`src/u8u16_pkg.sv`:
```
// Shared types and constants for the UTF-8 to UTF-16 transcoder.
`timescale 1ns / 1ps

package u8u16_pkg;

    localparam int unsigned BYTE_W      = 8;
    localparam int unsigned UNIT_W      = 16;
    localparam int unsigned VALUE_W     = 21;
    localparam int unsigned QUEUE_DEPTH = 4;
    localparam int unsigned QPTR_W      = $clog2(QUEUE_DEPTH);
    localparam int unsigned QCNT_W      = $clog2(QUEUE_DEPTH + 1);

    // One decoded code point handed from the front to the back.
    typedef struct packed {
        logic               pair;   // 4-byte form: emit a surrogate pair
        logic [VALUE_W-1:0] value;  // accumulated code point
    } job_t;

endpackage

```
`src/u8u16_front.sv`:
```
// Front end: accepts UTF-8 bytes, accumulates sequences, pushes completed code points.
`timescale 1ns / 1ps

module u8u16_front
    import u8u16_pkg::*;
(
    input  logic              clk,
    input  logic              rst_n,
    input  logic              s_tvalid,
    output logic              s_tready,
    input  logic [BYTE_W-1:0] s_tdata,   // [7:0] in_byte
    input  logic              q_full,
    output logic              push,
    output job_t              push_job
);

    typedef enum logic [1:0] {
        KIND_NONE  = 2'd0,
        KIND_TWO   = 2'd1,
        KIND_THREE = 2'd2,
        KIND_FOUR  = 2'd3
    } kind_t;

    localparam logic [BYTE_W-1:0] LEAD_TWO   = 8'h80;
    localparam logic [BYTE_W-1:0] LEAD_THREE = 8'h80 + 8'h40 + 8'h20;
    localparam logic [BYTE_W-1:0] LEAD_FOUR  = 8'hF0;

    logic [1:0]         rem_reg, rem_next;
    kind_t              kind_reg, kind_next;
    logic [VALUE_W-1:0] partial_reg, partial_next;
    logic [VALUE_W-1:0] cont;
    logic [VALUE_W-1:0] cont_shifted;
    logic [VALUE_W-1:0] sum;

    assign s_tready = !q_full;

    always_comb
    begin
        cont = (kind_reg == KIND_FOUR) ? {15'd0, s_tdata[5:0]} : {14'd0, s_tdata[6:0]};
        case (rem_reg)
            2'd2:    cont_shifted = cont << 6;
            2'd3:    cont_shifted = cont << 12;
            default: cont_shifted = cont;
        endcase
        sum = partial_reg + cont_shifted;
    end

    always_comb
    begin
        rem_next       = rem_reg;
        kind_next      = kind_reg;
        partial_next   = partial_reg;
        push           = 1'b0;
        push_job.pair  = 1'b0;
        push_job.value = sum;
        if (s_tvalid && s_tready)
        begin
            if (rem_reg == 2'd0)
            begin
                if (s_tdata < LEAD_TWO)
                begin
                    push           = 1'b1;
                    push_job.value = {13'd0, s_tdata};
                end
                else if (s_tdata < LEAD_THREE)
                begin
                    partial_next = {10'd0, s_tdata[4:0], 6'd0};
                    rem_next     = 2'd1;
                    kind_next    = KIND_TWO;
                end
                else if (s_tdata < LEAD_FOUR)
                begin
                    partial_next = {5'd0, s_tdata[3:0], 12'd0};
                    rem_next     = 2'd2;
                    kind_next    = KIND_THREE;
                end
                else
                begin
                    partial_next = {s_tdata[2:0], 18'd0};
                    rem_next     = 2'd3;
                    kind_next    = KIND_FOUR;
                end
            end
            else
            begin
                partial_next = sum;
                rem_next     = rem_reg - 2'd1;
                if (rem_reg == 2'd1)
                begin
                    // sequence complete: hand the code point to the back end
                    push          = 1'b1;
                    push_job.pair = (kind_reg == KIND_FOUR);
                    kind_next     = KIND_NONE;
                end
            end
        end
    end

    always_ff @(posedge clk or negedge rst_n)
    begin
        if (!rst_n)
        begin
            rem_reg     <= 2'd0;
            kind_reg    <= KIND_NONE;
            partial_reg <= '0;
        end
        else
        begin
            rem_reg     <= rem_next;
            kind_reg    <= kind_next;
            partial_reg <= partial_next;
        end
    end

endmodule

```
`src/u8u16_queue.sv`:
```
// Short FIFO of decoded code points between the front and back ends.
`timescale 1ns / 1ps

module u8u16_queue
    import u8u16_pkg::*;
(
    input  logic clk,
    input  logic rst_n,
    input  logic push,
    input  job_t push_job,
    input  logic pop,
    output logic full,
    output logic empty,
    output job_t head
);

    job_t              slots_reg [QUEUE_DEPTH];
    logic [QPTR_W-1:0] wr_ptr_reg, wr_ptr_next;
    logic [QPTR_W-1:0] rd_ptr_reg, rd_ptr_next;
    logic [QCNT_W-1:0] count_reg, count_next;
    logic              do_push;
    logic              do_pop;

    assign full    = (count_reg == QCNT_W'(QUEUE_DEPTH));
    assign empty   = (count_reg == '0);
    assign head    = slots_reg[rd_ptr_reg];
    assign do_push = push && !full;
    assign do_pop  = pop && !empty;

    always_comb
    begin
        wr_ptr_next = wr_ptr_reg;
        rd_ptr_next = rd_ptr_reg;
        count_next  = count_reg;
        if (do_push)
        begin
            wr_ptr_next = (wr_ptr_reg == QPTR_W'(QUEUE_DEPTH - 1)) ? '0 : wr_ptr_reg + 1'b1;
        end
        if (do_pop)
        begin
            rd_ptr_next = (rd_ptr_reg == QPTR_W'(QUEUE_DEPTH - 1)) ? '0 : rd_ptr_reg + 1'b1;
        end
        case ({do_push, do_pop})
            2'b10:   count_next = count_reg + 1'b1;
            2'b01:   count_next = count_reg - 1'b1;
            default: count_next = count_reg;
        endcase
    end

    always_ff @(posedge clk or negedge rst_n)
    begin
        if (!rst_n)
        begin
            wr_ptr_reg <= '0;
            rd_ptr_reg <= '0;
            count_reg  <= '0;
        end
        else
        begin
            wr_ptr_reg <= wr_ptr_next;
            rd_ptr_reg <= rd_ptr_next;
            count_reg  <= count_next;
        end
    end

    always_ff @(posedge clk)
    begin
        if (do_push)
        begin
            slots_reg[wr_ptr_reg] <= push_job;
        end
    end

endmodule

```
`src/u8u16_back.sv`:
```
// Back end: turns code points into UTF-16 words, holding the trail surrogate.
`timescale 1ns / 1ps

module u8u16_back
    import u8u16_pkg::*;
(
    input  logic              clk,
    input  logic              rst_n,
    input  logic              q_empty,
    input  job_t              q_head,
    output logic              pop,
    output logic              m_tvalid,
    input  logic              m_tready,
    output logic [UNIT_W-1:0] m_tdata,   // [15:0] code_unit
    output logic              m_tlast    // last_of_run
);

    localparam logic [VALUE_W:0]  SUPP_BASE = 22'h010000;
    localparam logic [UNIT_W-1:0] LEAD_BASE = 16'hD800;
    localparam logic [UNIT_W-1:0] TRAIL_BASE = 16'hDC00;

    logic              out_valid_reg, out_valid_next;
    logic [UNIT_W-1:0] out_unit_reg, out_unit_next;
    logic              out_last_reg, out_last_next;
    logic              pend_valid_reg, pend_valid_next;
    logic [UNIT_W-1:0] pend_unit_reg, pend_unit_next;
    logic              advance;
    logic [VALUE_W:0]  diff;
    logic [UNIT_W-1:0] lead_unit;
    logic [UNIT_W-1:0] trail_unit;

    // Signed difference from the supplementary base, shifted right by ten with sign fill.
    assign diff       = {1'b0, q_head.value} - SUPP_BASE;
    assign lead_unit  = {{4{diff[VALUE_W]}}, diff[VALUE_W:10]} + LEAD_BASE;
    assign trail_unit = {6'd0, q_head.value[9:0]} + TRAIL_BASE;

    assign advance = !out_valid_reg || m_tready;
    assign pop     = advance && !pend_valid_reg && !q_empty;

    always_comb
    begin
        out_valid_next  = out_valid_reg;
        out_unit_next   = out_unit_reg;
        out_last_next   = out_last_reg;
        pend_valid_next = pend_valid_reg;
        pend_unit_next  = pend_unit_reg;
        if (advance)
        begin
            if (pend_valid_reg)
            begin
                out_valid_next  = 1'b1;
                out_unit_next   = pend_unit_reg;
                out_last_next   = 1'b1;
                pend_valid_next = 1'b0;
            end
            else if (!q_empty)
            begin
                out_valid_next = 1'b1;
                if (q_head.pair)
                begin
                    out_unit_next   = lead_unit;
                    out_last_next   = 1'b0;
                    pend_valid_next = 1'b1;
                    pend_unit_next  = trail_unit;
                end
                else
                begin
                    out_unit_next = q_head.value[UNIT_W-1:0];
                    out_last_next = 1'b1;
                end
            end
            else
            begin
                out_valid_next = 1'b0;
            end
        end
    end

    always_ff @(posedge clk or negedge rst_n)
    begin
        if (!rst_n)
        begin
            out_valid_reg  <= 1'b0;
            pend_valid_reg <= 1'b0;
        end
        else
        begin
            out_valid_reg  <= out_valid_next;
            pend_valid_reg <= pend_valid_next;
        end
    end

    always_ff @(posedge clk)
    begin
        out_unit_reg  <= out_unit_next;
        out_last_reg  <= out_last_next;
        pend_unit_reg <= pend_unit_next;
    end

    assign m_tvalid = out_valid_reg;
    assign m_tdata  = out_unit_reg;
    assign m_tlast  = out_last_reg;

endmodule

```
`src/utf8_to_utf16_decoder_top.sv`:
```
// Top level of the UTF-8 to UTF-16 transcoder.
//
// Slave stream: one UTF-8 byte per word on s_tdata[7:0]; no validation is done.
// Master stream: one UTF-16 code unit per word on m_tdata[15:0]; m_tlast marks
// the final unit caused by an input byte (the trail half of a surrogate pair,
// or the only unit otherwise). Bytes that leave a sequence open emit nothing.
// A byte is taken every cycle while the four-entry code point queue has room:
// the front end accumulates sequences byte by byte; the back end drains the
// queue one unit per cycle while m_tready allows and holds the trail surrogate
// until the lead is taken. A completing byte's code point is registered in
// the queue and then in the output register before it appears on m_tdata.
// When the receiver stalls, the output register holds its word, the queue
// fills, and s_tready drops once it is full; nothing is lost.
// Reset clears the open sequence, the queue and the output register.
`timescale 1ns / 1ps

module utf8_to_utf16_decoder_top
    import u8u16_pkg::*;
(
    input  logic              clk,
    input  logic              rst_n,
    input  logic              s_tvalid,
    output logic              s_tready,
    input  logic [BYTE_W-1:0] s_tdata,   // [7:0] in_byte
    output logic              m_tvalid,
    input  logic              m_tready,
    output logic [UNIT_W-1:0] m_tdata,   // [15:0] code_unit
    output logic              m_tlast    // last_of_run
);

    logic push;
    job_t push_job;
    logic pop;
    logic q_full;
    logic q_empty;
    job_t q_head;

    u8u16_front u_front (
        .clk      (clk),
        .rst_n    (rst_n),
        .s_tvalid (s_tvalid),
        .s_tready (s_tready),
        .s_tdata  (s_tdata),
        .q_full   (q_full),
        .push     (push),
        .push_job (push_job)
    );

    u8u16_queue u_queue (
        .clk      (clk),
        .rst_n    (rst_n),
        .push     (push),
        .push_job (push_job),
        .pop      (pop),
        .full     (q_full),
        .empty    (q_empty),
        .head     (q_head)
    );

    u8u16_back u_back (
        .clk      (clk),
        .rst_n    (rst_n),
        .q_empty  (q_empty),
        .q_head   (q_head),
        .pop      (pop),
        .m_tvalid (m_tvalid),
        .m_tready (m_tready),
        .m_tdata  (m_tdata),
        .m_tlast  (m_tlast)
    );

endmodule
```
`config.mk`:
```
export PLATFORM = sky130hd
export DESIGN_NAME = utf8_to_utf16_decoder_top
export DESIGN_NICKNAME = d
export VERILOG_FILES = /design/src/u8u16_pkg.sv /design/src/u8u16_front.sv /design/src/u8u16_queue.sv /design/src/u8u16_back.sv /design/src/utf8_to_utf16_decoder_top.sv
export SDC_FILE = /design/constraint.sdc
export NUM_CORES = 1
export LEC_CHECK = 0
export CAP_MARGIN = 5
export CORE_AREA = 4 4 117 141
export DETAILED_ROUTE_END_ITERATION = 8
export DIE_AREA = 0 0 121 145
export DONT_BUFFER_PORTS = 1
export PLACE_DENSITY = 0.66
export REMOVE_ABC_BUFFERS = 1
export SYNTH_ARGS = -nofsm -noshare
export SYNTH_HDL_FRONTEND = slang
export SYNTH_HIERARCHICAL = 1
export SYNTH_SLANG_ARGS = --single-unit
```
`constraint.sdc`:
```
create_clock -name clk -period 3.8 [get_ports clk]
set_input_delay 0.38 -clock clk [delete_from_list [all_inputs] [get_ports clk]]
set_output_delay 0.38 -clock clk [all_outputs]
set_load 0.005 [all_outputs]
```
### Word-level counts from Yosys, hierarchy flattened

Memory sizes are Yosys's and may differ from the RTL's.
Index checks and enable logic that the tools add are counted.

* RAM bits: 88
* logic and storage cells: 91
* output and inout port bits: 19
* input port bits: 12
* memories: 1
* latch bits: 0
* ROM bits: 0
* flip-flop bits (word level): 67

Memories
* u_queue.slots_reg: depth 4, width 22, read ports 1, clocked after memory_dff 0, wr ports 1, line u8u16_queue.sv:17 `job_t slots_reg [QUEUE_DEPTH];`

* add/subtract/negate cells: 9
* bitwise operators: 2
* multiply operators: 0
* shift-type cells: 0
* reduce and logical (&&, ||, !) cells: 18
* divide/modulo/power cells: 0
* mux-type cells: 36
* equality and inequality tests: 11
* $lt $le $gt $ge: 3

Operator list (count)
* $mux W21: 6
* $mux W16: 3
* $pmux W21 S2: 1
* $lt A8 B8 Y1 const B: 3
* $mux W22: 1
* $sub A21 B17 Y22 const B: 1
* $add A21 B21 Y21: 1
* $add A11 B15 Y16 const B: 1
* $add A12 B15 Y16 const B: 1
* $mux W1: 16
* $mux W2: 7
* $eq A2 B2 Y1 const B: 6
* $mux W7: 1
* $pmux W3 S2: 1
* $logic_and A1 B1 Y1: 5
* $add A2 B1 Y2 const B: 2
* $eq A2 B1 Y1 const B: 2
* $logic_not A1 Y1: 4
* $ne A2 B2 Y1 const B: 2
* $reduce_and A2 Y1: 2
* $reduce_and A4 Y1: 1
* $reduce_bool A2 Y1: 2
* $add A3 B1 Y3 const B: 1
* $eq A3 B3 Y1 const B: 1
* other kinds (7): 8

### Longest topological paths before layout

* depth in word-level cells: 7
* depth in mapped cells: 12

### Cells and area by module

Netlist, hierarchy kept.

Modules (own cells, without submodules)
* u8u16_queue: sequential area each 2817.7 µm², cells each 155, area an instance 3661.0 µm², times used 1
* u8u16_front: sequential area each 625.6 µm², cells each 335, area an instance 2571.2 µm², times used 1
* u8u16_back: sequential area each 860.8 µm², cells each 94, area an instance 1246.2 µm², times used 1

### Worst setup path before layout

Ideal clock, no wire load.

* path type: flip-flop to flip-flop
* from: register u_front.rem_reg[1]
* to: memory u_queue/slots_reg[0][16] in the netlist's numbering (data pin)
* setup slack: 1087 ps
* clock period less this slack: 2713 ps
* data required time: 3535 ps
* setup time: 265 ps
* cell stages (with the launch flop): 11
* arrival: 2448 ps
* path through: dfrtp_1 > clkbuf_1 > nor2b_1 > ha_1 > fa_1 > a21o_1 > a221oi_4 > o211ai_1 > a21oi_1 > xor2_1 > nor2_1

RTL lines
* start: declaration: line u8u16_front.sv:28 `logic [1:0] rem_reg, rem_next;`
* start signal: assignment: line u8u16_front.sv:109 `rem_reg <= rem_next;`
* end: declaration: line u8u16_queue.sv:17

==> impl_metrics.tcl <==
set metrics [dict create \
    status "finished, final reports clean" \
    endpoint "u_queue/slots_reg[1][15]" \
    synthArstFlopShare_pct 22.8 \
    wl_per_cell_um 19.6 \
    setup-violations-final 0 \
    dp_worst_setup_slack_ns 0.712 \
    track_usage_pct 18.6 \
    place_hpwl_um 10800 \
    synthFlopType "edfxtp_1" \
    rows 49 \
    final_cell_area_um2 8210 \
    ir_worst_vdd_uv 335 \
    synth_edf_count 115 \
    synth.distinct_cells 69 \
    required_ns 3.99 \
    port-buffer-count 0 \
    hold_path_class "in -> reg" \
    syn_to_final_growth_pct 9.74 \
    postCtsResizedCells 0 \
    rsz0062_at_grt "no" \
    critPathKind "reg -> reg" \
    place_area_um2 7630 \
    yosysMostFrequentCell "edfxtp_1" \
    finClkSkew_ns 0.00937 \
    grt_pass1_wl_um 25300 \
    r2r-end "u_queue/slots_reg[1][15]" \
    yosysTopAreaCell "edfxtp_1" \
    p_leak_nw 3.07 \
    die-area_um2 17500 \
    rr_startpoint "u_front/rem_reg[0]" \
    start_kind "register" \
    ys_seq_area_share_pct 57.6 \
    postRouteWirelength_um 15700 \
    final.setup.tns_ns 0 \
    fin_util_pct 54.6 \
    maxSlewViolCount 0 \
    initialDrtViolationCount 328 \
    synth_area_per_cell_um2 12.8 \
    max_cap_violations 0 \
    drive_gt1_share_pct 12.4 \
    largest_register_ffs 88 \
    grtUsageMet3_pct 5.06 \
    dpl.cell_count 766 \
    cp.arrival_ns 3.35 \
    drc 0 \
    cts_buffer_depth 2 \
    ys_top_cells_by_count "115 x edfxtp_1, 54 x nand2_1, 39 x nor2_1, 39 x o21ai_0, 34 x dfrtp_1" \
    period_share_pct 83.2 \
    core_area_um2 15000 \
    slew_headroom_pct 51.0 \
    antenna_found_initial 0 \
    cts_htree_levels 4 \
    avgViaCountPerCell 5.83 \
    routed-via-count 4664 \
    layoutNonFillerInstCount 800 \
    ys_top_cells_by_area "edfxtp_1 46%, dfrtp_1 11%, mux4_2 5.4%, ha_1 4.4%, nand2_1 2.7%" \
    start_util_pct 49.8 \
    cts_made_buffers 17 \
    p_per_area_nw_per_um2 828 \
    clk_latency_ns 0.42 \
    nets 623 \
    timing.fmax_mhz 316 \
    finalPower_mw 6.79 \
    grt-ovfl-total 0 \
    io_pins 31 \
    netlist.area_leader.share_pct 46.2 \
    crit_fanout 18 \
    syn_area_um2 7480 \
    grt_pass1_vias 4735 \
    clkSlewWorstSetupHoldPaths_ns 0.06 \
    clkSinkCount 149 \
    crit_path_end_kind "register" \
    synth-seq-cells 149 \
    ant_nets 0 \
    reg2reg_slack_ns 0.64 \
    min_period_ns 3.16 \
    n_antenna_cell 0 \
    place.gp.congestion 0.993 \
    gr-usage-met1_pct 23.7 \
    syn_inst 584 \
    top_usage_layer "met2" \
    cts_root_buffer "clkbuf_16" \
    die_w_um 121 \
    grt_start_max_net_pins 35 \
    cts_tree "yes" \
    die_h_um 145 \
    startpoint "u_front/rem_reg[0]" \
    worstRegToRegCells 10 \
    ys_warn_count 6 \
    hold-worst-slack_ns 0.105 \
    use_met2_pct 30.7 \
    first_pass_iters 5 \
    setup_ws_ns 0.639 \
    hold_viol 0 \
    worst_pin_slew_ns 0.735 \
]
cells by family (layout without fill, tap and decap cells):
group / after synthesis / in the layout / synth area share (%)
xor+xnor: 20 / 20 / 2.34
fa+ha+maj: 28 / 28 / 4.89
mux: 38 / 38 / 9.05
compound gates: 125 / 125 / 11.4
simple gates: 174 / 174 / 11.4
buf+inv: 50 / 62 / 3.40
flops: 149 / 149 / 57.6
critical path: stages, from the launching register on:
cell and delay [ns]:
dfrtp_1 0.54, nor2b_1 0.39, nand2_1 0.09, o21ai_0 0.09, ha_1 0.36, a21oi_1 0.21, o21ai_1 0.16, o31ai_1 0.36
a211oi_1 0.20, o21a_1 0.20, nor3_1 0.33
placed cells by master, fill, tap and decap left out, types with 11 or more instances in the layout:
cell	Yosys	final
edfxtp_1	115	115
nand2_1	54	54
nor2_1	39	39
o21ai_0	39	39
dfrtp_1	34	34
ha_1	26	26
a21oi_1	24	24
inv_1	18	18
mux4_2	18	18
clkbuf_16	0	17
and2_1	14	14
nor3_1	13	12
mux2i_1	11	11
nor2b_1	11	11
worst min path at each step:
stage                     startpoint                      end  slack (ns)  cells after the start
final                     s_tdata[0]  u_front/partial_reg[12]        0.11                      2
after CTS                 s_tdata[0]  u_front/partial_reg[12]        0.09                      2
after global routing      s_tdata[0]  u_front/partial_reg[12]        0.09                      2
after floorplan                rst_n          u_back/m_tvalid        0.08                      0
after global placement         rst_n      u_front/kind_reg[0]        0.09                      0
after detailed placement       rst_n      u_front/kind_reg[0]        0.09                      0
area by class of cell:
cell class	count	area, um2
flip-flops and latches	149	4300
fillers	1240	6810
multi-input cells	385	2930
well taps	204	255
inverters	18	67.6
clock buffers	20	437
clock inverters	12	113
repair buffers	12	105
where the power goes:
part | switching [mW] | total, mW | leakage [nW] | internal [mW]
clock network | 0.612 | 1.56 | 0.270 | 0.953
registers | 0.301 | 2.80 | 1.50 | 2.50
logic | 1.46 | 2.43 | 1.30 | 0.970
total | 2.37 | 6.79 | 3.07 | 4.42
routing by layer:
metal | wire length (um) | vias up
met1 | 6640 | 2276
met2 | 7800 | 161
met4 | 386 | 0
li1 | - | 2198
met3 | 851 | 29
met5 | 0 | -
timing repair:
action | in CTS | in global routing
endpoints found under the hold margin | 34 | 0
buffers inserted | 0 | 0
hold buffers | 2 | 0
(Power assumes the default switching activity.)
